**src/sv/ipa_pkg.sv**
```systemverilog
// Shared types, codes and defaults for the IPv4 address pool allocator.
package ipa_pkg;

    // Default number of host offset bits (pool holds 2^HOST_BITS offsets)
    localparam int unsigned IPA_HOST_BITS = 8;

    // Prefix length after reset
    localparam logic [5:0] PREFIX_RESET = 6'd24;
    localparam logic [5:0] PREFIX_MAX   = 6'd32;

    // Function codes
    localparam logic [1:0] FUNC_ALLOC   = 2'd0;
    localparam logic [1:0] FUNC_RELEASE = 2'd1;
    localparam logic [1:0] FUNC_REBUILD = 2'd2;
    localparam logic [1:0] FUNC_NOP     = 2'd3;

    // Result status codes
    localparam logic [1:0] STAT_DONE    = 2'd0;
    localparam logic [1:0] STAT_EMPTY   = 2'd1;
    localparam logic [1:0] STAT_IGNORED = 2'd2;

    // Configuration register indexes
    localparam logic [7:0] REG_NET_BASE   = 8'd0;
    localparam logic [7:0] REG_PREFIX_LEN = 8'd1;

    typedef struct packed {
        logic [1:0]  func;
        logic [31:0] addr_in;
    } ipa_req_t;

    typedef struct packed {
        logic [1:0]  status;
        logic [31:0] addr_out;
        logic        in_subnet;
        logic [7:0]  free_count;
    } ipa_resp_t;

    // Controller to datapath commands
    typedef struct packed {
        logic load;    // latch request, read queue head and bitmap
        logic exec;    // apply the latched request
        logic sweep;   // write one sweep entry and advance
        logic emit;    // register the result
    } ipa_cmd_t;

    // Datapath to controller status
    typedef struct packed {
        logic is_rebuild;
        logic sweep_last;
    } ipa_stat_t;

endpackage

```
**src/sv/ipa_ctrl.sv**
```systemverilog
// Sequencing state machine of the IPv4 address pool allocator.
module ipa_ctrl
    import ipa_pkg::*;
(
    input  logic      clk,
    input  logic      rst_n,
    input  logic      start,
    output logic      busy,
    input  ipa_stat_t stat,
    output ipa_cmd_t  cmd
);

    typedef enum logic [3:0] {
        S_CLEAR = 4'b0001,
        S_IDLE  = 4'b0010,
        S_EXEC  = 4'b0100,
        S_SWEEP = 4'b1000
    } state_t;

    state_t state_reg;
    state_t state_next;

    // Advance state
    always_ff @(posedge clk or negedge rst_n)
    begin
        if (!rst_n)
        begin
            state_reg <= S_CLEAR;
        end
        else
        begin
            state_reg <= state_next;
        end
    end

    // Decode commands and next state
    always_comb
    begin
        state_next = state_reg;
        cmd        = '0;
        busy       = 1'b1;
        case (state_reg)
            S_CLEAR:
            begin
                cmd.sweep = 1'b1;
                if (stat.sweep_last)
                begin
                    state_next = S_IDLE;
                end
            end
            S_IDLE:
            begin
                busy = 1'b0;
                if (start)
                begin
                    cmd.load   = 1'b1;
                    state_next = S_EXEC;
                end
            end
            S_EXEC:
            begin
                cmd.exec = 1'b1;
                if (stat.is_rebuild)
                begin
                    state_next = S_SWEEP;
                end
                else
                begin
                    cmd.emit   = 1'b1;
                    state_next = S_IDLE;
                end
            end
            S_SWEEP:
            begin
                cmd.sweep = 1'b1;
                if (stat.sweep_last)
                begin
                    cmd.emit   = 1'b1;
                    state_next = S_IDLE;
                end
            end
            default:
            begin
                state_next = S_CLEAR;
            end
        endcase
    end

endmodule

```
**src/sv/ipa_datapath.sv**
```systemverilog
// Free list, allocation bitmap, subnet registers and result register.
module ipa_datapath
    import ipa_pkg::*;
#(
    parameter int unsigned HOST_BITS = IPA_HOST_BITS
)
(
    input  logic        clk,
    input  logic        rst_n,
    input  logic        cfg_valid,
    input  logic [7:0]  cfg_index,
    input  logic [31:0] cfg_data,
    input  ipa_req_t    req,
    input  ipa_cmd_t    cmd,
    output ipa_stat_t   stat,
    output ipa_resp_t   resp,
    output logic        done
);

    localparam int unsigned POOL  = 1 << HOST_BITS;
    localparam int unsigned CNT_W = HOST_BITS + 1;
    localparam logic [5:0]  P_MIN = 6'(32 - HOST_BITS);

    // Storage
    logic [HOST_BITS-1:0] free_queue_mem [POOL];
    logic                 taken_mem      [POOL];

    // Configuration registers
    logic [31:0] net_base_reg;
    logic [5:0]  prefix_reg;

    // Pool state
    logic [31:0]          base_reg,  base_next;
    logic [31:0]          mask_reg,  mask_next;
    logic [HOST_BITS-1:0] head_reg,  head_next;
    logic [HOST_BITS-1:0] tail_reg,  tail_next;
    logic [CNT_W-1:0]     count_reg, count_next;
    logic [HOST_BITS-1:0] idx_reg,   idx_next;
    logic [HOST_BITS-1:0] last_reg,  last_next;

    // Latched request and read data
    ipa_req_t             req_reg;
    logic [HOST_BITS-1:0] q_rdata_reg;
    logic                 taken_rdata_reg;

    // Result
    ipa_resp_t resp_reg;
    logic      done_reg;

    // Write port controls
    logic                 taken_we;
    logic [HOST_BITS-1:0] taken_wa;
    logic                 taken_wd;
    logic                 q_we;
    logic [HOST_BITS-1:0] q_wa;
    logic [HOST_BITS-1:0] q_wd;

    // Combinational helpers
    logic [HOST_BITS-1:0] load_off;
    logic [HOST_BITS-1:0] off_c;
    logic                 hit_c;
    logic [5:0]           p_c;
    logic [4:0]           hb_c;
    logic [31:0]          new_mask;
    logic [CNT_W-1:0]     size_c;
    logic [CNT_W-1:0]     rb_count;
    logic [1:0]           status_c;
    logic [31:0]          granted_c;
    logic                 in_subnet_c;
    logic [CNT_W+7:0]     cnt_ext;

    // Write configuration registers
    always_ff @(posedge clk or negedge rst_n)
    begin
        if (!rst_n)
        begin
            net_base_reg <= '0;
            prefix_reg   <= PREFIX_RESET;
        end
        else if (cfg_valid)
        begin
            case (cfg_index)
                REG_NET_BASE:   net_base_reg <= cfg_data;
                REG_PREFIX_LEN: prefix_reg   <= cfg_data[5:0];
                default:        ;
            endcase
        end
    end

    // Clamp prefix and derive the new subnet geometry
    always_comb
    begin
        if (prefix_reg > PREFIX_MAX)
        begin
            p_c = PREFIX_MAX;
        end
        else if (prefix_reg < P_MIN)
        begin
            p_c = P_MIN;
        end
        else
        begin
            p_c = prefix_reg;
        end
        hb_c     = 5'(PREFIX_MAX - p_c);
        new_mask = 32'hFFFF_FFFF << hb_c;
        size_c   = CNT_W'(1) << hb_c;
        rb_count = (size_c > CNT_W'(3)) ? (size_c - CNT_W'(3)) : '0;
    end

    // Host offsets of the incoming and the latched address
    assign load_off = req.addr_in[HOST_BITS-1:0] & ~mask_reg[HOST_BITS-1:0];
    assign off_c    = req_reg.addr_in[HOST_BITS-1:0] & ~mask_reg[HOST_BITS-1:0];
    assign hit_c    = (req_reg.addr_in & mask_reg) == base_reg;

    // Apply sweep or request
    always_comb
    begin
        base_next  = base_reg;
        mask_next  = mask_reg;
        head_next  = head_reg;
        tail_next  = tail_reg;
        count_next = count_reg;
        idx_next   = idx_reg;
        last_next  = last_reg;
        status_c   = STAT_DONE;
        granted_c  = '0;
        taken_we   = 1'b0;
        taken_wa   = idx_reg;
        taken_wd   = 1'b0;
        q_we       = 1'b0;
        q_wa       = tail_reg;
        q_wd       = off_c;

        if (cmd.sweep)
        begin
            taken_we = 1'b1;
            q_we     = 1'b1;
            q_wa     = idx_reg;
            q_wd     = idx_reg + HOST_BITS'(2);
            idx_next = idx_reg + HOST_BITS'(1);
        end

        if (cmd.exec)
        begin
            case (req_reg.func)
                FUNC_ALLOC:
                begin
                    if (count_reg == '0)
                    begin
                        status_c = STAT_EMPTY;
                    end
                    else
                    begin
                        taken_we   = 1'b1;
                        taken_wa   = q_rdata_reg;
                        taken_wd   = 1'b1;
                        head_next  = head_reg + HOST_BITS'(1);
                        count_next = count_reg - CNT_W'(1);
                        granted_c  = base_reg | 32'(q_rdata_reg);
                    end
                end
                FUNC_RELEASE:
                begin
                    if (hit_c && taken_rdata_reg && !count_reg[HOST_BITS])
                    begin
                        taken_we   = 1'b1;
                        taken_wa   = off_c;
                        taken_wd   = 1'b0;
                        q_we       = 1'b1;
                        tail_next  = tail_reg + HOST_BITS'(1);
                        count_next = count_reg + CNT_W'(1);
                    end
                    else
                    begin
                        status_c = STAT_IGNORED;
                    end
                end
                FUNC_REBUILD:
                begin
                    mask_next  = new_mask;
                    base_next  = net_base_reg & new_mask;
                    head_next  = '0;
                    tail_next  = rb_count[HOST_BITS-1:0];
                    count_next = rb_count;
                    idx_next   = '0;
                    last_next  = ~new_mask[HOST_BITS-1:0];
                end
                default:
                begin
                end
            endcase
        end

        in_subnet_c = (req_reg.addr_in & mask_next) == base_next;
    end

    assign cnt_ext = {8'd0, count_next};

    // Hold pool control state
    always_ff @(posedge clk or negedge rst_n)
    begin
        if (!rst_n)
        begin
            base_reg  <= '0;
            mask_reg  <= '1;
            head_reg  <= '0;
            tail_reg  <= '0;
            count_reg <= '0;
            idx_reg   <= '0;
            last_reg  <= '1;
            done_reg  <= 1'b0;
        end
        else
        begin
            base_reg  <= base_next;
            mask_reg  <= mask_next;
            head_reg  <= head_next;
            tail_reg  <= tail_next;
            count_reg <= count_next;
            idx_reg   <= idx_next;
            last_reg  <= last_next;
            done_reg  <= cmd.emit;
        end
    end

    // Latch request and read both stores
    always_ff @(posedge clk)
    begin
        if (cmd.load)
        begin
            req_reg         <= req;
            q_rdata_reg     <= free_queue_mem[head_reg];
            taken_rdata_reg <= taken_mem[load_off];
        end
    end

    // Write free queue
    always_ff @(posedge clk)
    begin
        if (q_we)
        begin
            free_queue_mem[q_wa] <= q_wd;
        end
    end

    // Write allocation bitmap
    always_ff @(posedge clk)
    begin
        if (taken_we)
        begin
            taken_mem[taken_wa] <= taken_wd;
        end
    end

    // Register the result
    always_ff @(posedge clk)
    begin
        if (cmd.emit)
        begin
            resp_reg.status     <= status_c;
            resp_reg.addr_out   <= granted_c;
            resp_reg.in_subnet  <= in_subnet_c;
            resp_reg.free_count <= cnt_ext[7:0];
        end
    end

    assign stat.is_rebuild = (req_reg.func == FUNC_REBUILD);
    assign stat.sweep_last = (idx_reg == last_reg);
    assign resp            = resp_reg;
    assign done            = done_reg;

endmodule

```
**src/sv/ip_address_pool_allocator.sv**
```systemverilog
// Allocate, release and rebuild requests: each result is registered and strobes on done.
// A rebuild sweeps 2^(32 - prefix) entries, writing one queue entry a cycle.
// A request is taken only while busy is low; the queue and bitmap are read on accept
// and then updated. The receiver cannot stall; each result is valid only with done.
// After reset (rst_n, async, active low) busy stays high while the bitmap is cleared;
// configuration writes are taken at any time.
module ip_address_pool_allocator
    import ipa_pkg::*;
#(
    parameter int unsigned HOST_BITS = IPA_HOST_BITS
)
(
    input  logic        clk,
    input  logic        rst_n,
    input  logic        start,
    output logic        busy,
    input  ipa_req_t    req,
    output logic        done,
    output ipa_resp_t   resp,
    input  logic        cfg_valid,
    output logic        cfg_ready,
    input  logic [7:0]  cfg_index,
    input  logic [31:0] cfg_data
);

    ipa_cmd_t  cmd;
    ipa_stat_t stat;

    // Configuration writes never wait
    assign cfg_ready = 1'b1;

    ipa_ctrl u_ctrl (
        .clk   (clk),
        .rst_n (rst_n),
        .start (start),
        .busy  (busy),
        .stat  (stat),
        .cmd   (cmd)
    );

    ipa_datapath #(
        .HOST_BITS (HOST_BITS)
    ) u_datapath (
        .clk       (clk),
        .rst_n     (rst_n),
        .cfg_valid (cfg_valid),
        .cfg_index (cfg_index),
        .cfg_data  (cfg_data),
        .req       (req),
        .cmd       (cmd),
        .stat      (stat),
        .resp      (resp),
        .done      (done)
    );

endmodule

```
**config.mk**
```make
export PLATFORM = sky130hd
export DESIGN_NAME = ip_address_pool_allocator
export DESIGN_NICKNAME = d
export VERILOG_FILES = /design/src/sv/ipa_pkg.sv /design/src/sv/ipa_ctrl.sv /design/src/sv/ipa_datapath.sv /design/src/sv/ip_address_pool_allocator.sv
export SDC_FILE = /design/constraint.sdc
export NUM_CORES = 2
export LEC_CHECK = 0
export BUFFER_PORTS_ARGS = -buffer_cell sky130_fd_sc_hd__buf_2
export CORE_ASPECT_RATIO = 0.9
export CORE_MARGIN = 4
export CORE_UTILIZATION = 40
export CTS_CLUSTER_DIAMETER = 150
export DETAILED_ROUTE_END_ITERATION = 12
export SYNTH_ARGS = -nofsm -noshare
export SYNTH_HDL_FRONTEND = slang
export SYNTH_SLANG_ARGS = --single-unit
```
**constraint.sdc**
```tcl
create_clock -name clk -period 13.8 [get_ports clk]
set_input_delay 0.69 -clock clk [delete_from_list [all_inputs] [get_ports clk]]
set_output_delay 0.69 -clock clk [all_outputs]
set_load 0.02 [all_outputs]
```
# Yosys cells after proc, flatten, opt, wreduce, memory -nomap -nowiden
# Memories as Yosys holds them, arrays and structs flattened. A register that Yosys moved wholly into a read port is not among the register bits.
# Index checks and enable logic that the tools add are counted.
dict set report classes {
  n_addsub 8
  n_mul 0
  n_div 0
  order_cmp 3
  eq_ne 14
  shift 2
  n_mux 53
  bitwise 10
  n_reduce_logical 18
}
# cell count
set ops {}
lappend ops {{32-bit two-way mux} 4}
lappend ops {{32-bit AND} 3}
lappend ops {{8-bit two-way mux} 11}
lappend ops {{32-bit == test} 2}
lappend ops {{8-bit one-hot mux with 2 select lines} 3}
lappend ops {{32-bit by 8-bit OR with 32-bit output} 1}
lappend ops {{32-bit by 5-bit left shift with 32-bit output (first input constant)} 1}
lappend ops {{9-bit two-way mux} 3}
lappend ops {{9-bit one-hot mux with 3 select lines} 1}
lappend ops {{8-bit by 1-bit adder with 8-bit output (second input constant)} 3}
lappend ops {{1-bit two-way mux} 21}
lappend ops {{8-bit AND} 2}
lappend ops {{8-bit NOT} 2}
lappend ops {{4-bit two-way mux} 3}
lappend ops {{4-bit one-hot mux with 3 select lines} 1}
lappend ops {{5-bit two-way mux} 2}
lappend ops {{9-bit by 1-bit adder with 9-bit output (second input constant)} 1}
lappend ops {{9-bit by 2-bit greater-than comparator with 1-bit output (second input constant)} 1}
lappend ops {{9-bit logical NOT} 1}
lappend ops {{1-bit by 5-bit left shift with 9-bit output (first input constant)} 1}
lappend ops {{9-bit by 1-bit subtractor with 9-bit output (second input constant)} 1}
lappend ops {{9-bit by 2-bit subtractor with 9-bit output (second input constant)} 1}
lappend ops {{8-bit by 2-bit adder with 8-bit output (second input constant)} 1}
lappend ops {{8-bit by 1-bit == test with 1-bit output (second input constant)} 1}
lappend ops {{other kinds (27)} 37}
dict set report totals {
  register_bits 225
  latch_bits 0
  mem_bits_rw 2304
  rom_bits 0
  output_inout_bits 46
  memories 2
}
# name words width read_ports rd_clocked_by_memory_dff wr line_no
set mem_list {}
lappend mem_list {u_datapath.free_queue_mem 256 8 1 1 1 ipa_datapath.sv:25} ;# logic [HOST_BITS-1:0] free_queue_mem [POOL];
lappend mem_list {u_datapath.taken_mem 256 1 1 1 1 ipa_datapath.sv:26} ;# logic taken_mem [POOL];

# Logic depth before layout (Yosys ltp)
dict set report logic_depth {
  ltp_word 9
  ltp_mapped 16
}

# Cells and area by module
# A second synthesis with hierarchy kept.
dict set report unflattened {
  cells_unflattened 5189
  area_unflattened_um2 102158.0
}
# mod instances cells_each area_each_um2
set modules_own_cells {}
lappend modules_own_cells {ipa_datapath 1 5155 101822.7}
lappend modules_own_cells {ipa_ctrl 1 32 324.1}
lappend modules_own_cells {ip_address_pool_allocator 1 2 11.3}

# Worst setup path after synthesis
# No wires, ideal clock.
dict set report synth_timing {
  path_kind {register -> register}
  startpoint {reg u_ctrl.state_reg[0]}
  endpoint {mem u_datapath.free_queue_mem[0][4] in the netlist's numbering, data pin}
  arrival_time_ns 11.711
  required_time_ns 11.613
  setup_slack_ns -0.098
  stages_incl_launch_ff 9
  path_buffers 5
  synth_period_minus_slack_ns 13.898
  cell_sequence {dfstp_2 -> buf_2 -> xnor2_1 -> or3_1 -> clkbuf_1 -> clkbuf_1 -> clkbuf_1 -> clkbuf_1 -> o21ai_0}
}
dict set report synth_via {
  elab_chain_cells 4
  elab_cells_between_ends 5
}
# item line_no
set synth_lines {}
lappend synth_lines {{start: declaration} ipa_ctrl.sv:20} ;# state_t state_reg;
lappend synth_lines {{start signal: assignment} ipa_ctrl.sv:32} ;# state_reg <= state_next;
lappend synth_lines {{4-bit by 1-bit == test with 1-bit output or 4-bit == test (tied branches)} ipa_ctrl.sv:42} ;# case (state_reg)
lappend synth_lines {{2-bit OR reduction (no line) *} n/a}
lappend synth_lines {{1-bit two-way mux *} ipa_ctrl.sv:42}
lappend synth_lines {{8-bit two-way mux *} ipa_datapath.sv:135} ;# if (cmd.sweep)
lappend synth_lines {{net u_datapath.q_wd[4]} ipa_datapath.sv:56} ;# logic [HOST_BITS-1:0] q_wd;
lappend synth_lines {{end: declaration} ipa_datapath.sv:25}
# Mark *: on every way through the listed nets, which the timed path passes. The rest lies on a longest branch.

# Final worst setup path
dict set report layout_timing {
  startpoint {reg u_ctrl.state_reg[1]}
  endpoint {mem u_datapath.taken_mem[255] (enable)}
}
dict set report layout_via {
  elab_chain_cells 9
  elab_cells_between_ends 14
}
# item line_no
set layout_lines {}
lappend layout_lines {{4-bit by 1-bit == test with 1-bit output or 4-bit == test (tied branches)} ipa_ctrl.sv:42}
lappend layout_lines {{2-bit OR reduction (no line)} n/a}
lappend layout_lines {{1-bit two-way mux} ipa_ctrl.sv:42}
lappend layout_lines {{1-bit two-way mux} ipa_datapath.sv:135}
lappend layout_lines {{1-bit two-way mux, on equally long branches} {ipa_datapath.sv:165, ipa_datapath.sv:149}}
lappend layout_lines {{1-bit one-hot mux with 2 select lines} ipa_datapath.sv:146} ;# case (req_reg.func)
lappend layout_lines {{1-bit two-way mux} ipa_datapath.sv:144} ;# if (cmd.exec)
lappend layout_lines {{1-bit two-way mux} ipa_datapath.sv:250} ;# if (taken_we)
lappend layout_lines {{1-bit two-way mux (not written as such)} ipa_datapath.sv:252} ;# taken_mem[taken_wa] <= taken_wd;
lappend layout_lines {{end: declaration} ipa_datapath.sv:26}
# Several ways; a longest one is shown, not always the timed one.

==> results by group <==
Outcome
  – Result of the run: completed

STA
  – Hold Slack: 68.6 ps
  – Maximum operating frequency: 177 MHz
  – Worst setup margin: 8160 ps
  – Measured slew at the worst slew-check pin: 1260 ps
  – Final period util: 40.9%
  – Final setup vio count: 0
  – Final critical delay including setup and external delays: 5640 ps
  – Max-slew violation count: 0
  – Final-layout setup total negative slack: 0 ps
  – Worst-case headroom to the max-slew limit: 15.4%
  – RSZ-0062 raised after global routing: false
  – Count of endpoints failing hold in the final timing report: 0
  – Clock skew: 42.4 ps

Global route
  – Met2 Use GR: 29.7%
  – Number of global-route vias before repair: 53314
  – Largest net degree at the start of global routing: 209
  – Met1 Usage GRT: 28.6%
  – Global routing's busiest layer: met2
  – Overall track demand over capacity in global routing: 19.3%
  – Grt ovf: 0
  – Fraction of met3 tracks used by global routing: 3.42%
  – Number of antenna violations at the first check in global routing: 14
  – Wire length of the first global-routing pass: 380000 µm

Synth
  – Count of cell types in the netlist: 83
  – Netlist area before placement: 103000 µm²
  – Mean instance size in the synthesized netlist: 19.5 µm²
  – Count of flip-flops with a built-in enable after synthesis: 2390
  – Count of warnings emitted by yosys: 0
  – Flops & latches, synth: 2538
  – Count of mapped cells out of synthesis: 5283
  – Net Count, Synth: 5373
  – Proportion of synthesized flip-flops having asynchronous set or reset: 5.83%
  – Sequential area share after synthesis: 73.2%
  – Top flip-flop cell by instance count after synthesis: edfxtp_1

Critical path
  – Termination of the worst setup path: u_datapath.taken_mem[255]
  – Crit Path Max Fanout: 125
  – Critical path class: reg2reg
  – Critical path arrival: 6120 ps
  – Required @ worst endpoint: 14280 ps
  – Reg-to-reg critical path startpoint: u_ctrl.state_reg[1]
  – Worst setup path startpoint: u_ctrl.state_reg[1]
  – Path depth of the worst reg2reg path: 10
  – Register-to-register setup slack: 8160 ps
  – Sort of element at the end of the critical path: register
  – RR Endpoint: u_datapath.taken_mem[255]
  – Crit start category: register

Clock tree
  – Number of hold buffers added after cts: 22
  – Worst-path clk slew: 60 ps
  – CTS sink count: 2538
  – Setup repair bufs after CTS: 0
  – Clock latency on the worst-skew pair: 840 ps
  – Clock buffer count from CTS: 269
  – Post-CTS sizing: 0
  – Number of buffers on the longest clock path: 4
  – Number of H-tree branching levels: 5
  – TritonCTS clock tree: done
  – Clock root buffer master: clkbuf_16

Floorplanning
  – Row count: 176
  – Core Footprint: 256000 µm²
  – Chip height: 490 µm
  – Effective utilization at floorplan: 40.3%
  – Die Width: 543 µm
  – Die Area: 266000 µm²
  – Top Ports: 124

Placement
  – RD Place Congestion: 0.853
  – Port bufs: 122
  – Post-detail-place hpwl: 153000 µm
  – Cell Count Post-Placement: 8610
  – Worst Setup Slack post-DPL: 8130 ps
  – Cell area after placement: 109000 µm²

Cells and area
  – Number of non-filler instances in the completed layout: 9103
  – Share of layout cells above drive strength 1: 28.8%
  – Final Net Count: 5611
  – Most common cell after layout, fill and taps aside: edfxtp_1
  – Non-Filler Cell Area, Final: 117000 µm²
  – Largest register FFs: 2048
  – Area growth from synthesis to final layout: 13.9%
  – Commonest cells after routing, fill and taps aside: edfxtp_1 (2390), mux4_2 (732), nor2_1 (317)

Detailed routing
  – Total Routed Length: 259000 µm
  – First-iteration detailed-routing DRC count: 6369
  – Vias per std cell: 5.86
  – Post-route ant nets: 0
  – Count of unresolved DRC violations after routing: 0
  – Via count: 53334
  – Average detailed-routed wire length per instance: 28.5 µm
  – First-pass iteration count of the detailed router: 6

Flow run
  – Number of max-cap violations: 0

Min path
  – Hold Path Class: in2reg

Pwr
  – Worst IR drop on VDD: 0.228 mV
  – Total power per unit cell area: 176 nW/µm²
  – Leak Pwr: 37.1 nW
-- how the worst min path moves through the flow --
stage / start / cells past startpoint / end / slack, ps
after CTS: req[2] / 1 / u_datapath.req_reg[2] / 3
after global placement: u_datapath.mask_reg[11] / 2 / u_datapath.mask_reg[11] / 470
after detailed placement: u_datapath.mask_reg[8] / 2 / u_datapath.mask_reg[8] / 480
final: req[2] / 1 / u_datapath.req_reg[2] / 70
after floorplan: rst_n / 0 / u_ctrl.state_reg[1] / 390
after global routing: req[31] / 1 / u_datapath.req_reg[31] / 20
-- critical path, stage by stage (launching register included) --
cell     delay (ps)
dfrtp_1         480
nor4b_2         350
buf_4           340
nand3_1         540
inv_6           500
buf_4           860
nand2_1         270
o31a_1          210
o21ai_0         410
nand3_4         700
nor4_1          540
-- per-stage QoR --
step	total power, mW	utilization (%)
after floorplan	13.0	-
after global placement	13.7	42.5
after detailed placement	13.8	42.5
after CTS	20.8	45.9
after global routing	21.4	45.9
final	20.6	45.9
-- synthesized netlist by cell type (all sizes together), types with 6 or more instances --
library cell	count	area (µm²)
and3b	11	96.3
xor2	43	377
inv	30	113
a31oi	26	163
and2	33	206
edfxtp	2390	71800
xnor2	20	175
and3	17	106
o21a	15	113
nand4	23	156
nand3	70	350
o22a	6	52.6
or3	18	113
buf	145	661
o31ai	6	91.3
nor2	319	1200
a211oi	7	52.6
nor4	80	522
ha	12	150
clkbuf	213	802
mux4	732	16500
nor3	258	1300
mux2i	62	621
dfstp	43	1130
a21o	9	67.6
nand2	199	747
or2	16	100
mux2	43	484
a21oi	54	270
o21ai	85	425
a21boi	11	82.6
o311ai	6	52.6
nor2b	18	113
a22oi	22	165
nand4b	15	156
dfrtp	105	2630
a311oi	6	52.6
or4b	6	60.1
nand2b	25	156
o211ai	8	60.1
-- cells by family (layout without fill, tap and decap cells) --
logic type,count (synthesis),in the layout,synth area share (%)
other cells,1,6,0.00364
flops,2538,2538,73.2
xor+xnor,63,63,0.535
buf+inv,388,821,1.53
mux,837,837,17.1
compound gates,314,314,2.08
fa+ha+maj,12,12,0.146
simple gates,1130,1130,5.40
-- metal layers --
| layer | wire length [µm] | part of all wire [%] | up-vias |
|---|---|---|---|
| li1 | - | - | 22257 |
| met1 | 113000 | 43 | 28394 |
| met2 | 120000 | 46 | 2261 |
| met3 | 20100 | 7.8 | 420 |
| met4 | 6370 | 2.5 | 2 |
| met5 | 13 | 0.0050 | - |
-- where the power goes --
group	leakage, nW	internal [mW]	total, mW	switching, mW
Sequential	24.2	10.2	10.3	0.0864
Combinational	8.81	0.438	3.37	2.93
Clock	4.11	4.08	7.01	2.93
-- layout make-up --
type / count / area, µm²
antenna: 5 / 12.5
clock buffer: 341 / 7170
clock inverter: 125 / 1240
fill: 21335 / 139000
inverter: 30 / 118
multi-input combinational: 2357 / 26900
sequential: 2538 / 75500
tap: 3382 / 4230
timing repair buffer: 325 / 2310
Note: power is estimated with default switching activity, not from simulation.
